## src/stop_and_wait_reliable_session_core_defines.svh

```systemverilog
// Assertion macros for the stop-and-wait reliable session core.
`ifndef STOP_AND_WAIT_RELIABLE_SESSION_CORE_DEFINES_SVH
`define STOP_AND_WAIT_RELIABLE_SESSION_CORE_DEFINES_SVH

// Same-cycle implication, sampled on aclk, muted during reset.
`define SWRC_ASSERT_IMP(lbl, ante, cons) \
    lbl: assert property (@(posedge aclk) disable iff (!aresetn) (ante) |-> (cons)) \
        else $error("session core check failed");

// Next-cycle implication, sampled on aclk, muted during reset.
`define SWRC_ASSERT_NXT(lbl, ante, cons) \
    lbl: assert property (@(posedge aclk) disable iff (!aresetn) (ante) |=> (cons)) \
        else $error("session core check failed");

`endif

```

## src/swrc_pkg.sv

```systemverilog
// Shared types and constants of the reliable session core.
package swrc_pkg;

    localparam logic [1:0] FUNC_SEND = 2'd0;
    localparam logic [1:0] FUNC_TICK = 2'd1;
    localparam logic [1:0] FUNC_RX   = 2'd2;
    localparam logic [1:0] FUNC_ACK  = 2'd3;

    localparam logic [3:0] ACT_TX      = 4'd0;
    localparam logic [3:0] ACT_RETX    = 4'd1;
    localparam logic [3:0] ACT_DROP    = 4'd2;
    localparam logic [3:0] ACT_ACK     = 4'd3;
    localparam logic [3:0] ACT_DELIVER = 4'd4;
    localparam logic [3:0] ACT_DUP     = 4'd5;
    localparam logic [3:0] ACT_RESET   = 4'd6;
    localparam logic [3:0] ACT_TIMEOUT = 4'd7;
    localparam logic [3:0] ACT_FULL    = 4'd8;
    localparam logic [3:0] ACT_CONNECT = 4'd9;

    localparam logic [1:0] SER_ITEM  = 2'd0;
    localparam logic [1:0] SER_ZERO  = 2'd1;
    localparam logic [1:0] SER_AWAIT = 2'd2;
    localparam logic [1:0] SER_QUEUE = 2'd3;

    localparam logic [1:0] REL_ITEM  = 2'd0;
    localparam logic [1:0] REL_ONE   = 2'd1;
    localparam logic [1:0] REL_ZERO  = 2'd2;
    localparam logic [1:0] REL_QUEUE = 2'd3;

    localparam logic [1:0] CFG_RESEND   = 2'd0;
    localparam logic [1:0] CFG_RELIABLE = 2'd1;
    localparam logic [1:0] CFG_PEER     = 2'd2;

    localparam logic [23:0] RESEND_RST   = 24'd500;
    localparam logic [23:0] RELIABLE_RST = 24'd60000;
    localparam logic [23:0] PEER_RST     = 24'd60000;

    localparam logic [30:0] RESET_WINDOW = 31'd10;
    localparam logic [4:0]  MAX_RESULTS  = 5'd16;

    typedef struct packed {
        logic       load;
        logic       emit;
        logic [3:0] act;
        logic [1:0] ser_sel;
        logic [1:0] rel_sel;
        logic       open_sess;
        logic       open_rx;
        logic       close_sess;
        logic       fifo_push;
        logic       fifo_rd;
        logic       fifo_pop;
        logic       tick_age;
        logic       tick_retx;
        logic       clr_await;
        logic       clr_silence;
        logic       set_rs;
        logic       finish;
    } swrc_cmd_t;

    typedef struct packed {
        logic [1:0] func;
        logic       ser_zero;
        logic       rel;
        logic       peer_known;
        logic       awaiting;
        logic       fifo_full;
        logic       fifo_empty;
        logic       n_full;
        logic       age_expired;
        logic       countdown_zero;
        logic       silence_expired;
        logic       reset_hit;
        logic       ser_gt_rs;
        logic       ack_match;
        logic       emit_ok;
        logic       out_free;
        logic       pend_valid;
    } swrc_status_t;

endpackage

```

## src/swrc_ctrl.sv

```systemverilog
// Sequencing state machine of the reliable session core.
module swrc_ctrl (
    input  logic                  aclk,
    input  logic                  aresetn,
    input  logic                  s_tvalid,
    output logic                  s_tready,
    input  swrc_pkg::swrc_status_t st,
    output swrc_pkg::swrc_cmd_t   cmd
);

    localparam logic [3:0] S_IDLE      = 4'd0;
    localparam logic [3:0] S_DECODE    = 4'd1;
    localparam logic [3:0] S_SEND      = 4'd2;
    localparam logic [3:0] S_TICK_AGE  = 4'd3;
    localparam logic [3:0] S_TICK_EVT  = 4'd4;
    localparam logic [3:0] S_TICK_SIL  = 4'd5;
    localparam logic [3:0] S_RX        = 4'd6;
    localparam logic [3:0] S_RX_DLV    = 4'd7;
    localparam logic [3:0] S_DRAIN_CHK = 4'd8;
    localparam logic [3:0] S_DRAIN_TX  = 4'd9;
    localparam logic [3:0] S_FINISH    = 4'd10;

    logic [3:0] state_reg;
    logic [3:0] state_next;

    assign s_tready = (state_reg == S_IDLE);

    always_comb begin
        cmd        = '0;
        state_next = state_reg;
        unique case (state_reg)
            S_IDLE: begin
                if (s_tvalid) begin
                    cmd.load   = 1'b1;
                    state_next = S_DECODE;
                end
            end
            S_DECODE: begin
                if (st.emit_ok) begin
                    unique case (st.func)
                        swrc_pkg::FUNC_SEND: begin
                            if (st.ser_zero) begin
                                cmd.emit    = 1'b1;
                                cmd.act     = swrc_pkg::ACT_TX;
                                cmd.ser_sel = swrc_pkg::SER_ZERO;
                                cmd.rel_sel = swrc_pkg::REL_ITEM;
                                state_next  = S_FINISH;
                            end else begin
                                if (!st.peer_known) begin
                                    cmd.emit      = 1'b1;
                                    cmd.act       = swrc_pkg::ACT_CONNECT;
                                    cmd.ser_sel   = swrc_pkg::SER_ITEM;
                                    cmd.rel_sel   = swrc_pkg::REL_ZERO;
                                    cmd.open_sess = 1'b1;
                                end
                                state_next = S_SEND;
                            end
                        end
                        swrc_pkg::FUNC_TICK: begin
                            state_next = st.peer_known ? S_TICK_AGE : S_FINISH;
                        end
                        swrc_pkg::FUNC_RX: begin
                            if (!st.peer_known) begin
                                cmd.emit      = 1'b1;
                                cmd.act       = swrc_pkg::ACT_CONNECT;
                                cmd.ser_sel   = swrc_pkg::SER_ITEM;
                                cmd.rel_sel   = swrc_pkg::REL_ZERO;
                                cmd.open_sess = 1'b1;
                                cmd.open_rx   = 1'b1;
                            end
                            state_next = S_RX;
                        end
                        default: begin
                            if (st.ack_match) begin
                                cmd.clr_await   = 1'b1;
                                cmd.clr_silence = 1'b1;
                            end
                            state_next = S_DRAIN_CHK;
                        end
                    endcase
                end
            end
            S_SEND: begin
                if (st.emit_ok) begin
                    if (st.fifo_full) begin
                        cmd.emit    = 1'b1;
                        cmd.act     = swrc_pkg::ACT_FULL;
                        cmd.ser_sel = swrc_pkg::SER_ITEM;
                        cmd.rel_sel = swrc_pkg::REL_ITEM;
                    end else begin
                        cmd.fifo_push = 1'b1;
                    end
                    state_next = S_DRAIN_CHK;
                end
            end
            S_TICK_AGE: begin
                cmd.tick_age = 1'b1;
                state_next   = S_TICK_EVT;
            end
            S_TICK_EVT: begin
                if (st.emit_ok) begin
                    if (st.awaiting && st.age_expired) begin
                        cmd.emit      = 1'b1;
                        cmd.act       = swrc_pkg::ACT_DROP;
                        cmd.ser_sel   = swrc_pkg::SER_AWAIT;
                        cmd.rel_sel   = swrc_pkg::REL_ONE;
                        cmd.clr_await = 1'b1;
                    end else if (st.awaiting && st.countdown_zero) begin
                        cmd.emit      = 1'b1;
                        cmd.act       = swrc_pkg::ACT_RETX;
                        cmd.ser_sel   = swrc_pkg::SER_AWAIT;
                        cmd.rel_sel   = swrc_pkg::REL_ONE;
                        cmd.tick_retx = 1'b1;
                    end
                    state_next = S_TICK_SIL;
                end
            end
            S_TICK_SIL: begin
                if (st.emit_ok) begin
                    if (st.silence_expired) begin
                        cmd.emit       = 1'b1;
                        cmd.act        = swrc_pkg::ACT_TIMEOUT;
                        cmd.ser_sel    = swrc_pkg::SER_ZERO;
                        cmd.rel_sel    = swrc_pkg::REL_ZERO;
                        cmd.close_sess = 1'b1;
                        state_next     = S_FINISH;
                    end else begin
                        state_next = S_DRAIN_CHK;
                    end
                end
            end
            S_RX: begin
                if (st.emit_ok) begin
                    cmd.clr_silence = 1'b1;
                    if (st.reset_hit) begin
                        cmd.emit       = 1'b1;
                        cmd.act        = swrc_pkg::ACT_RESET;
                        cmd.ser_sel    = swrc_pkg::SER_ITEM;
                        cmd.rel_sel    = swrc_pkg::REL_ZERO;
                        cmd.close_sess = 1'b1;
                        state_next     = S_FINISH;
                    end else begin
                        if (st.rel) begin
                            cmd.emit    = 1'b1;
                            cmd.act     = swrc_pkg::ACT_ACK;
                            cmd.ser_sel = swrc_pkg::SER_ITEM;
                            cmd.rel_sel = swrc_pkg::REL_ZERO;
                        end
                        state_next = S_RX_DLV;
                    end
                end
            end
            S_RX_DLV: begin
                if (st.emit_ok) begin
                    cmd.emit    = 1'b1;
                    cmd.ser_sel = swrc_pkg::SER_ITEM;
                    cmd.rel_sel = swrc_pkg::REL_ZERO;
                    if (st.ser_gt_rs) begin
                        cmd.act    = swrc_pkg::ACT_DELIVER;
                        cmd.set_rs = 1'b1;
                    end else begin
                        cmd.act = swrc_pkg::ACT_DUP;
                    end
                    state_next = S_DRAIN_CHK;
                end
            end
            S_DRAIN_CHK: begin
                if (st.peer_known && !st.awaiting && !st.fifo_empty && !st.n_full) begin
                    cmd.fifo_rd = 1'b1;
                    state_next  = S_DRAIN_TX;
                end else begin
                    state_next = S_FINISH;
                end
            end
            S_DRAIN_TX: begin
                if (st.emit_ok) begin
                    cmd.emit     = 1'b1;
                    cmd.act      = swrc_pkg::ACT_TX;
                    cmd.ser_sel  = swrc_pkg::SER_QUEUE;
                    cmd.rel_sel  = swrc_pkg::REL_QUEUE;
                    cmd.fifo_pop = 1'b1;
                    state_next   = S_DRAIN_CHK;
                end
            end
            S_FINISH: begin
                if (!st.pend_valid) begin
                    state_next = S_IDLE;
                end else if (st.out_free) begin
                    cmd.finish = 1'b1;
                    state_next = S_IDLE;
                end
            end
            default: begin
                state_next = S_IDLE;
            end
        endcase
    end

    always_ff @(posedge aclk) begin
        if (!aresetn) begin
            state_reg <= S_IDLE;
        end else begin
            state_reg <= state_next;
        end
    end

endmodule

```

## src/swrc_dp.sv

```systemverilog
// Session state, send queue, timers and result registers of the session core.
module swrc_dp #(
    parameter int QUEUE_DEPTH = 16
) (
    input  logic                   aclk,
    input  logic                   aresetn,
    input  swrc_pkg::swrc_cmd_t    cmd,
    output swrc_pkg::swrc_status_t st,
    input  logic [47:0]            s_tdata,
    input  logic [1:0]             s_tuser,
    input  logic                   cfg_we,
    input  logic [1:0]             cfg_addr,
    input  logic [23:0]            cfg_wdata,
    output logic                   m_tvalid,
    input  logic                   m_tready,
    output logic [31:0]            m_tdata,
    output logic [3:0]             m_tuser,
    output logic                   m_tlast
);

    localparam int AW = (QUEUE_DEPTH > 1) ? $clog2(QUEUE_DEPTH) : 1;
    localparam int CW = $clog2(QUEUE_DEPTH + 1);
    localparam logic [AW:0]   DEPTH_W = (AW + 1)'(QUEUE_DEPTH);
    localparam logic [CW-1:0] DEPTH_C = CW'(QUEUE_DEPTH);
    localparam logic [AW-1:0] LAST_IX = AW'(QUEUE_DEPTH - 1);

    logic [23:0] resend_reg, reliable_reg, peer_reg;

    logic [1:0]  func_reg;
    logic [30:0] ser_reg;
    logic        rel_reg;
    logic [15:0] el_reg;

    logic        peer_known_reg, awaiting_reg;
    logic [30:0] rs_reg, awaited_reg;
    logic [23:0] cd_reg, age_reg, silence_reg;
    logic [AW-1:0] head_reg;
    logic [CW-1:0] count_reg;
    logic [4:0]  n_reg;

    logic [31:0] mem [QUEUE_DEPTH];
    logic [31:0] rd_reg;

    logic        pend_valid_reg;
    logic [3:0]  pend_act_reg;
    logic [30:0] pend_ser_reg;
    logic        pend_rel_reg;

    logic        out_valid_reg, out_last_reg, out_rel_reg;
    logic [3:0]  out_act_reg;
    logic [30:0] out_ser_reg;

    logic [23:0] el24;
    logic [24:0] age_sum, sil_sum;
    logic [23:0] age_sat, sil_sat, cd_dec;
    logic [AW:0] tail_sum;
    logic [AW-1:0] tail_ix, head_next;
    logic [30:0] ser_mux, rs_diff, rs_open;
    logic        rel_mux, out_free;

    assign el24    = {8'd0, el_reg};
    assign age_sum = {1'b0, age_reg} + {1'b0, el24};
    assign sil_sum = {1'b0, silence_reg} + {1'b0, el24};
    assign age_sat = age_sum[24] ? '1 : age_sum[23:0];
    assign sil_sat = sil_sum[24] ? '1 : sil_sum[23:0];
    assign cd_dec  = (cd_reg > el24) ? (cd_reg - el24) : 24'd0;

    assign tail_sum  = (AW + 1)'(head_reg) + (AW + 1)'(count_reg);
    assign tail_ix   = (tail_sum >= DEPTH_W) ? AW'(tail_sum - DEPTH_W) : tail_sum[AW-1:0];
    assign head_next = (head_reg == LAST_IX) ? '0 : head_reg + 1'b1;

    assign rs_diff = rs_reg - ser_reg;
    assign rs_open = (cmd.open_rx && ser_reg != 31'd0) ? ser_reg - 31'd1 : 31'd0;

    assign out_free = !out_valid_reg || m_tready;

    always_comb begin
        case (cmd.ser_sel)
            swrc_pkg::SER_ITEM:  ser_mux = ser_reg;
            swrc_pkg::SER_AWAIT: ser_mux = awaited_reg;
            swrc_pkg::SER_QUEUE: ser_mux = rd_reg[30:0];
            default:             ser_mux = 31'd0;
        endcase
        case (cmd.rel_sel)
            swrc_pkg::REL_ITEM:  rel_mux = rel_reg;
            swrc_pkg::REL_ONE:   rel_mux = 1'b1;
            swrc_pkg::REL_QUEUE: rel_mux = rd_reg[31];
            default:             rel_mux = 1'b0;
        endcase
    end

    always_comb begin
        st.func            = func_reg;
        st.ser_zero        = (ser_reg == 31'd0);
        st.rel             = rel_reg;
        st.peer_known      = peer_known_reg;
        st.awaiting        = awaiting_reg;
        st.fifo_full       = (count_reg == DEPTH_C);
        st.fifo_empty      = (count_reg == '0);
        st.n_full          = (n_reg >= swrc_pkg::MAX_RESULTS);
        st.age_expired     = (age_reg >= reliable_reg);
        st.countdown_zero  = (cd_reg == 24'd0);
        st.silence_expired = (silence_reg >= peer_reg);
        st.reset_hit       = (ser_reg < rs_reg) &&
                             (ser_reg <= swrc_pkg::RESET_WINDOW ||
                              rs_diff > swrc_pkg::RESET_WINDOW);
        st.ser_gt_rs       = (ser_reg > rs_reg);
        st.ack_match       = peer_known_reg && awaiting_reg && (awaited_reg == ser_reg);
        st.emit_ok         = !pend_valid_reg || out_free;
        st.out_free        = out_free;
        st.pend_valid      = pend_valid_reg;
    end

    // Configuration registers.
    always_ff @(posedge aclk) begin
        if (!aresetn) begin
            resend_reg   <= swrc_pkg::RESEND_RST;
            reliable_reg <= swrc_pkg::RELIABLE_RST;
            peer_reg     <= swrc_pkg::PEER_RST;
        end else if (cfg_we) begin
            case (cfg_addr)
                swrc_pkg::CFG_RESEND:   resend_reg   <= cfg_wdata;
                swrc_pkg::CFG_RELIABLE: reliable_reg <= cfg_wdata;
                swrc_pkg::CFG_PEER:     peer_reg     <= cfg_wdata;
                default: ;
            endcase
        end
    end

    // Latched input item.
    always_ff @(posedge aclk) begin
        if (cmd.load) begin
            func_reg <= s_tuser;
            ser_reg  <= s_tdata[30:0];
            rel_reg  <= s_tdata[31];
            el_reg   <= s_tdata[47:32];
        end
    end

    // Send queue storage.
    always_ff @(posedge aclk) begin
        if (cmd.fifo_push) begin
            mem[tail_ix] <= {rel_reg, ser_reg};
        end
        if (cmd.fifo_rd) begin
            rd_reg <= mem[head_reg];
        end
    end

    // Session state.
    always_ff @(posedge aclk) begin
        if (!aresetn) begin
            peer_known_reg <= 1'b0;
            awaiting_reg   <= 1'b0;
            rs_reg         <= '0;
            awaited_reg    <= '0;
            cd_reg         <= '0;
            age_reg        <= '0;
            silence_reg    <= '0;
            head_reg       <= '0;
            count_reg      <= '0;
        end else if (cmd.close_sess || cmd.open_sess) begin
            peer_known_reg <= cmd.open_sess;
            awaiting_reg   <= 1'b0;
            rs_reg         <= rs_open;
            awaited_reg    <= '0;
            cd_reg         <= '0;
            age_reg        <= '0;
            silence_reg    <= '0;
            head_reg       <= '0;
            count_reg      <= '0;
        end else begin
            if (cmd.tick_age) begin
                if (awaiting_reg) begin
                    cd_reg  <= cd_dec;
                    age_reg <= age_sat;
                end
                silence_reg <= sil_sat;
            end
            if (cmd.tick_retx) begin
                cd_reg <= resend_reg;
            end
            if (cmd.clr_await) begin
                awaiting_reg <= 1'b0;
            end
            if (cmd.clr_silence) begin
                silence_reg <= '0;
            end
            if (cmd.set_rs) begin
                rs_reg <= ser_reg;
            end
            if (cmd.fifo_push) begin
                count_reg <= count_reg + 1'b1;
            end
            if (cmd.fifo_pop) begin
                head_reg  <= head_next;
                count_reg <= count_reg - 1'b1;
                if (rd_reg[31]) begin
                    awaiting_reg <= 1'b1;
                    awaited_reg  <= rd_reg[30:0];
                    cd_reg       <= resend_reg;
                    age_reg      <= '0;
                end
            end
        end
    end

    // Result path: hold one result back until it is known whether it is the last.
    always_ff @(posedge aclk) begin
        if (!aresetn) begin
            pend_valid_reg <= 1'b0;
            out_valid_reg  <= 1'b0;
            n_reg          <= '0;
        end else begin
            if (out_valid_reg && m_tready) begin
                out_valid_reg <= 1'b0;
            end
            if (cmd.load) begin
                n_reg <= '0;
            end
            if (cmd.emit) begin
                n_reg          <= n_reg + 1'b1;
                pend_valid_reg <= 1'b1;
                if (pend_valid_reg) begin
                    out_valid_reg <= 1'b1;
                end
            end else if (cmd.finish) begin
                pend_valid_reg <= 1'b0;
                out_valid_reg  <= 1'b1;
            end
        end
    end

    always_ff @(posedge aclk) begin
        if (cmd.emit) begin
            pend_act_reg <= cmd.act;
            pend_ser_reg <= ser_mux;
            pend_rel_reg <= rel_mux;
        end
        if ((cmd.emit && pend_valid_reg) || cmd.finish) begin
            out_act_reg  <= pend_act_reg;
            out_ser_reg  <= pend_ser_reg;
            out_rel_reg  <= pend_rel_reg;
            out_last_reg <= cmd.finish;
        end
    end

    assign m_tvalid = out_valid_reg;
    assign m_tdata  = {out_rel_reg, out_ser_reg};
    assign m_tuser  = out_act_reg;
    assign m_tlast  = out_last_reg;

endmodule

```

## src/stop_and_wait_reliable_session_core.sv

```systemverilog
// Top level of the stop-and-wait reliable session core for a single peer.
// One transaction is taken at a time; the next is accepted as soon as the last
// result of the previous one sits in the output register. An item gives at most 16
// results; each drained transmit costs one queue memory read and one emit step.
// Reset (aresetn low, synchronous) closes the session, empties the queue and
// restores the timer registers directly; there is no clearing pass.
`include "stop_and_wait_reliable_session_core_defines.svh"

module stop_and_wait_reliable_session_core #(
    parameter int QUEUE_DEPTH = 16
) (
    input  logic        aclk,
    input  logic        aresetn,
    input  logic        s_tvalid,
    output logic        s_tready,
    input  logic [47:0] s_tdata,   // msg_serial[30:0], reliable[31], tick_gap_ms[47:32]
    input  logic [1:0]  s_tuser,   // func[1:0]
    output logic        m_tvalid,
    input  logic        m_tready,
    output logic [31:0] m_tdata,   // serial[30:0], is_reliable[31]
    output logic [3:0]  m_tuser,   // action[3:0]
    output logic        m_tlast,
    input  logic        cfg_we,
    input  logic [1:0]  cfg_addr,
    input  logic [23:0] cfg_wdata
);

    swrc_pkg::swrc_cmd_t    cmd;
    swrc_pkg::swrc_status_t st;

    // Sequencer: walks each transaction through its decision steps.
    swrc_ctrl u_ctrl (
        .aclk     (aclk),
        .aresetn  (aresetn),
        .s_tvalid (s_tvalid),
        .s_tready (s_tready),
        .st       (st),
        .cmd      (cmd)
    );

    // Datapath: session registers, timers, send queue and result staging.
    swrc_dp #(
        .QUEUE_DEPTH (QUEUE_DEPTH)
    ) u_dp (
        .aclk      (aclk),
        .aresetn   (aresetn),
        .cmd       (cmd),
        .st        (st),
        .s_tdata   (s_tdata),
        .s_tuser   (s_tuser),
        .cfg_we    (cfg_we),
        .cfg_addr  (cfg_addr),
        .cfg_wdata (cfg_wdata),
        .m_tvalid  (m_tvalid),
        .m_tready  (m_tready),
        .m_tdata   (m_tdata),
        .m_tuser   (m_tuser),
        .m_tlast   (m_tlast)
    );

    // Idle sequencer never leaves a result stranded in the staging slot.
    `SWRC_ASSERT_IMP(a_idle_no_pending, s_tready, !st.pend_valid)
    // A result is only staged when the staging slot can drain.
    `SWRC_ASSERT_IMP(a_emit_has_room, cmd.emit, st.emit_ok)
    // Never push into a full queue.
    `SWRC_ASSERT_IMP(a_push_not_full, cmd.fifo_push, !st.fifo_full)

endmodule

```

## config.mk

```make
export PLATFORM = sky130hd
export DESIGN_NAME = stop_and_wait_reliable_session_core
export DESIGN_NICKNAME = d
export VERILOG_FILES = /design/src/swrc_pkg.sv /design/src/swrc_ctrl.sv /design/src/swrc_dp.sv /design/src/stop_and_wait_reliable_session_core.sv
export VERILOG_INCLUDE_DIRS = /design/src /design/src/src
export SDC_FILE = /design/constraint.sdc
export NUM_CORES = 1
export LEC_CHECK = 0
export BUFFER_PORTS_ARGS = -buffer_cell sky130_fd_sc_hd__buf_2
export CORE_MARGIN = 8
export CORE_UTILIZATION = 55
export CTS_BUF_LIST = sky130_fd_sc_hd__clkbuf_8
export CTS_CLUSTER_SIZE = 30
export DETAILED_ROUTE_END_ITERATION = 10
export HOLD_SLACK_MARGIN = 0.1
export PLACE_DENSITY = 0.75
export SYNTH_ARGS = -nofsm -noshare
export SYNTH_HDL_FRONTEND = slang
export SYNTH_HIERARCHICAL = 1
export SYNTH_SLANG_ARGS = --single-unit
```

## constraint.sdc

```tcl
create_clock -name aclk -period 5.9 [get_ports aclk]
set_clock_uncertainty 0.15 [all_clocks]
set_input_delay 0.295 -clock aclk [delete_from_list [all_inputs] [get_ports aclk]]
set_output_delay 0.295 -clock aclk [all_outputs]
set_load 0.1 [all_outputs]
```

==> reports/summary.md <==
The share of total power consumed by net switching was 0.318; the time the final worst path needs with I/O delays and setup was 5.65 ns. In the routed design, unresolved DRC markers number 0. The tree is rooted in a clkbuf_8. The H-tree was split into 4 levels.

Along the worst path, the maximum fanout reaches 5. The run finished with clean final reports. For the wire length after detailed routing, the log shows 112000 microns. The setup path with the least slack is of type flip-flop to flip-flop. Across the whole layout, storage elements account for 24600 sq um. Derived from the worst setup path, the maximum achievable clock frequency is 0.177 GHz.

The die height came out at 288 microns. Dividing the detail-routed via count by the number of cells gives 6.23. The design draws 16.9 mW. The count of pins over their slew limit was 0. Number of hold violations in the final report: 0.

The period utilization was 0.958. The number of nets handed over by synthesis was 3337. Setup violations remaining at the end of the flow were counted as 0. The initial antenna violation count is 13, and the clock transition time at the flip-flop clock pins of the worst setup and hold paths is 0.06 ns. Ranked by total cell area, the synthesized netlist is headed by edfxtp_1 (49%), dfxtp_1 (11%), mux4_2 (8.8%). The congestion estimate from routability-driven global placement came to 0.880. The tools report the share of power burned in registers as 0.463. STA classifies the critical path startpoint as a flip-flop.

The post-synthesis cell type with the largest combined area was edfxtp_1. After the first detailed-routing iteration, the DRC count stood at 3032. The count of standard-cell rows was 100. The proportion of register bits with asynchronous set or reset after synthesis is 0, and the number of top-level pins is 120.

By instance count, the leading cell after synthesis is edfxtp_1. For the worst setup path, the data arrival time is 6.19 ns. The clock reaches the later pin of the worst-skew pair after 0.84 ns. Dividing the detail-routed wire length by the instance count gives 24.9 microns. The cell area that synthesis handed to floorplanning was 40800 sq um.

Once detail routing completed, the nets flagged for antenna violations numbered 0. Across the run, the number of max-cap violations was 0. The HPWL after detailed placement is 71800 microns. The switching component of the power is 5.39 mW, and the buffer count from post-CTS setup fixing is 0. After synthesis the netlist holds a flip-flop and latch count of 895. The area growth from synthesis to layout is 15.1%. Most frequently used flop master after synthesis: edfxtp_1.

The logs give 73900 sq um for the placeable core region and 28000 for the via count of the first global-routing pass. The post-layout utilization of the core was 0.635. Hold path depth: 2. The cell count after synthesis came out at 3111. The internal power of the cells totals 11.5 mW. The power share of the clock group is 0.315, and the area of the die is 83200 sq um. After detailed placement, the design holds a cell count of 4122. The mean area per synthesized cell was 13.1 sq um; the static leakage power was 16.7 nW. CTS saw 895 sinks. TritonCTS created 145 clock buffers.

The power share of the combinational group was 0.222; the number of input and output port buffers inserted was 119. The finished layout holds 4517 standard cells, fillers aside. Setup repair after global routing left no endpoint under its margin. Counting along the longest clock path gives a buffer depth of 3.

The power per cell area was 360 nW/um^2. The worst register-to-register path has a depth of 23. The routed layout has 28100 vias. For the pin with the worst max-slew slack, the measured transition is 1.31 ns. IR analysis of the VDD net gives a maximum drop of 0.000290 V. The sort of element at the end of the critical path was a flip-flop.

The number of fill cells in the layout came out at 5284. For the worst setup path, the data required time is 6.44 ns. After synthesis, the netlist uses 93 different library cells. The total global routing track utilization is 0.268, and the area of the multi-input gates is 15200 sq um.

The first global-routing pass estimated 168000 microns of wire. The fraction of final layout cells with drive strength greater than 1 was 0.178. The share of Yosys cell area claimed by the top area cell type is 0.491.

The run gives 0 as the global-route congestion overflow total. The tools report the number of nets in the layout as 3649. Counting flops with a built-in enable in the synthesized netlist gives 667. TritonCTS built the clock tree. The tools report the proportion of synthesized chip area in sequential cells as 0.603. The tightest min-delay check is of the input pin to flip-flop type. The effective utilization at floorplan came out at 0.552.

Hold is met by 0.138 ns. Entering global routing, the biggest net connects 115 pins. The register with the most flip-flops in the layout has 512 of them.

The tools report the worst max-slew margin expressed relative to the limit as 0.127. The die width was 288 microns; the number of warnings reported in the yosys synthesis log was 6. Before antenna repair, the detailed router went through 7 iterations. Summed over all failing endpoints, the final setup total negative slack is 0 ns. Counting instances in the post-synthesis netlist gives the leading cell types as edfxtp_1 (667), nand2_1 (326), dfxtp_1 (228).
## power by group through the flow
stage                     Sequential (mW)  Combinational [mW]  Clock, mW
after floorplan                      8.04                2.28          0
after global placement               7.94                3.52          0
after detailed placement             7.96                3.60          0
after CTS                            7.83                3.69       5.42
after global routing                 7.87                4.02       5.69
final                                7.84                3.76       5.34
## cell usage in the layout, fill, tap and decap left out, types with 15 or more instances in the layout
cell type      instances
o21ai_0              143
mux2i_1               39
nand2b_1              29
o21a_1                23
nand4_1               26
dfxtp_1              224
o211ai_1              23
clkinv_1              25
dlygate4sd3_1        123
clkbuf_8             160
nand3_1               44
buf_4                 80
nor3_1                61
mux4_2               160
inv_1                191
buf_2                119
a31oi_1               20
and3_1                20
ha_1                 139
a21boi_0              58
nor2_1               108
nand2_1              325
nor2_4                16
xnor2_1               70
a21o_1                49
nor4_1                23
or3_1                 15
xor2_1                51
nor2b_1               54
edfxtp_1             667
a21oi_1              187
## metal layers
metal | GRT usage | wire length (microns) | share of wire | up-vias
met5 | 0 | 0 | 0 | -
met4 | 0.121 | 5010 | 0.045 | 0
met3 | 0.0540 | 9860 | 0.088 | 322
met2 | 0.451 | 55000 | 0.49 | 1527
met1 | 0.336 | 42600 | 0.38 | 13900
li1 | - | - | - | 12400
## area by class of cell
| class | instances | area share |
|---|---|---|
| multi-input combinational | 1917 | 0.324 |
| antenna | 7 | 0.000373 |
| sequential | 895 | 0.524 |
| clock buffer | 160 | 0.0469 |
| inverter | 140 | 0.0112 |
| clock inverter | 105 | 0.0153 |
| tap | 969 | 0.0258 |
| timing repair buffer | 324 | 0.0525 |
## worst max-delay path, cell delays in order (launching register included)
cell and delay (ns):
edfxtp_1 0.36, ha_1 0.17, inv_1 0.05, fa_1 0.40, a21o_1 0.22, a221o_1 0.34, o221ai_1 0.26, nand4_1 0.13
nand2_1 0.20, o21a_1 0.19, o21ai_0 0.12, mux2i_1 0.16, a31oi_2 0.34, a21oi_1 0.16, nor2b_2 0.26, o21ai_0 0.18
or4_4 0.50, nor2_1 0.24, nand3_1 0.21, nor2_1 0.28, nand3_1 0.16, xnor2_1 0.17, a22oi_1 0.21, nor2b_1 0.08
## stage by stage
| stage | worst slack, ns | cell area, sq um |
|---|---|---|
| 5_1_grt | 0.00261 | 47000 |
| 4_1_cts | 0.275 | 47000 |
| 3_5_place_dp | 0.298 | 42800 |
| 6_report | 0.249 | 47000 |
| 2_1_floorplan | 0.0182 | 40900 |
| 3_3_place_gp | 0.351 | 42800 |
## cells by family (layout without fill, tap and decap cells)
kind of cell / after synthesis / count (layout) / synth area share
flops: 895 / 895 / 0.603
simple gates: 812 / 812 / 0.0974
compound gates: 637 / 637 / 0.101
buf+inv: 299 / 729 / 0.0288
mux: 202 / 202 / 0.0987
fa+ha+maj: 145 / 145 / 0.0456
xor+xnor: 121 / 121 / 0.0260
other cells: 0 / 7 / 0
## final timing paths
| check | start | slack, ns | endpoint |
|---|---|---|---|
| max | u_dp/ser_reg[0] | 0.25 | u_dp/rs_reg[30] |
| min | s_tdata[17] | 0.14 | u_dp/ser_reg[17] |
| max reg2reg | u_dp/ser_reg[0] | 0.25 | u_dp/rs_reg[30] |
| min reg2reg | u_dp/pend_act_reg[2] | 0.26 | u_dp/m_tuser[2] |
## what timing repair did
item,4_1_cts,5_1_grt
endpoints found under the setup margin,0,11
endpoints found under the hold margin,164,0
hold buffers,123,0
resized for setup,0,4
Power figures use the tool's default switching activity.
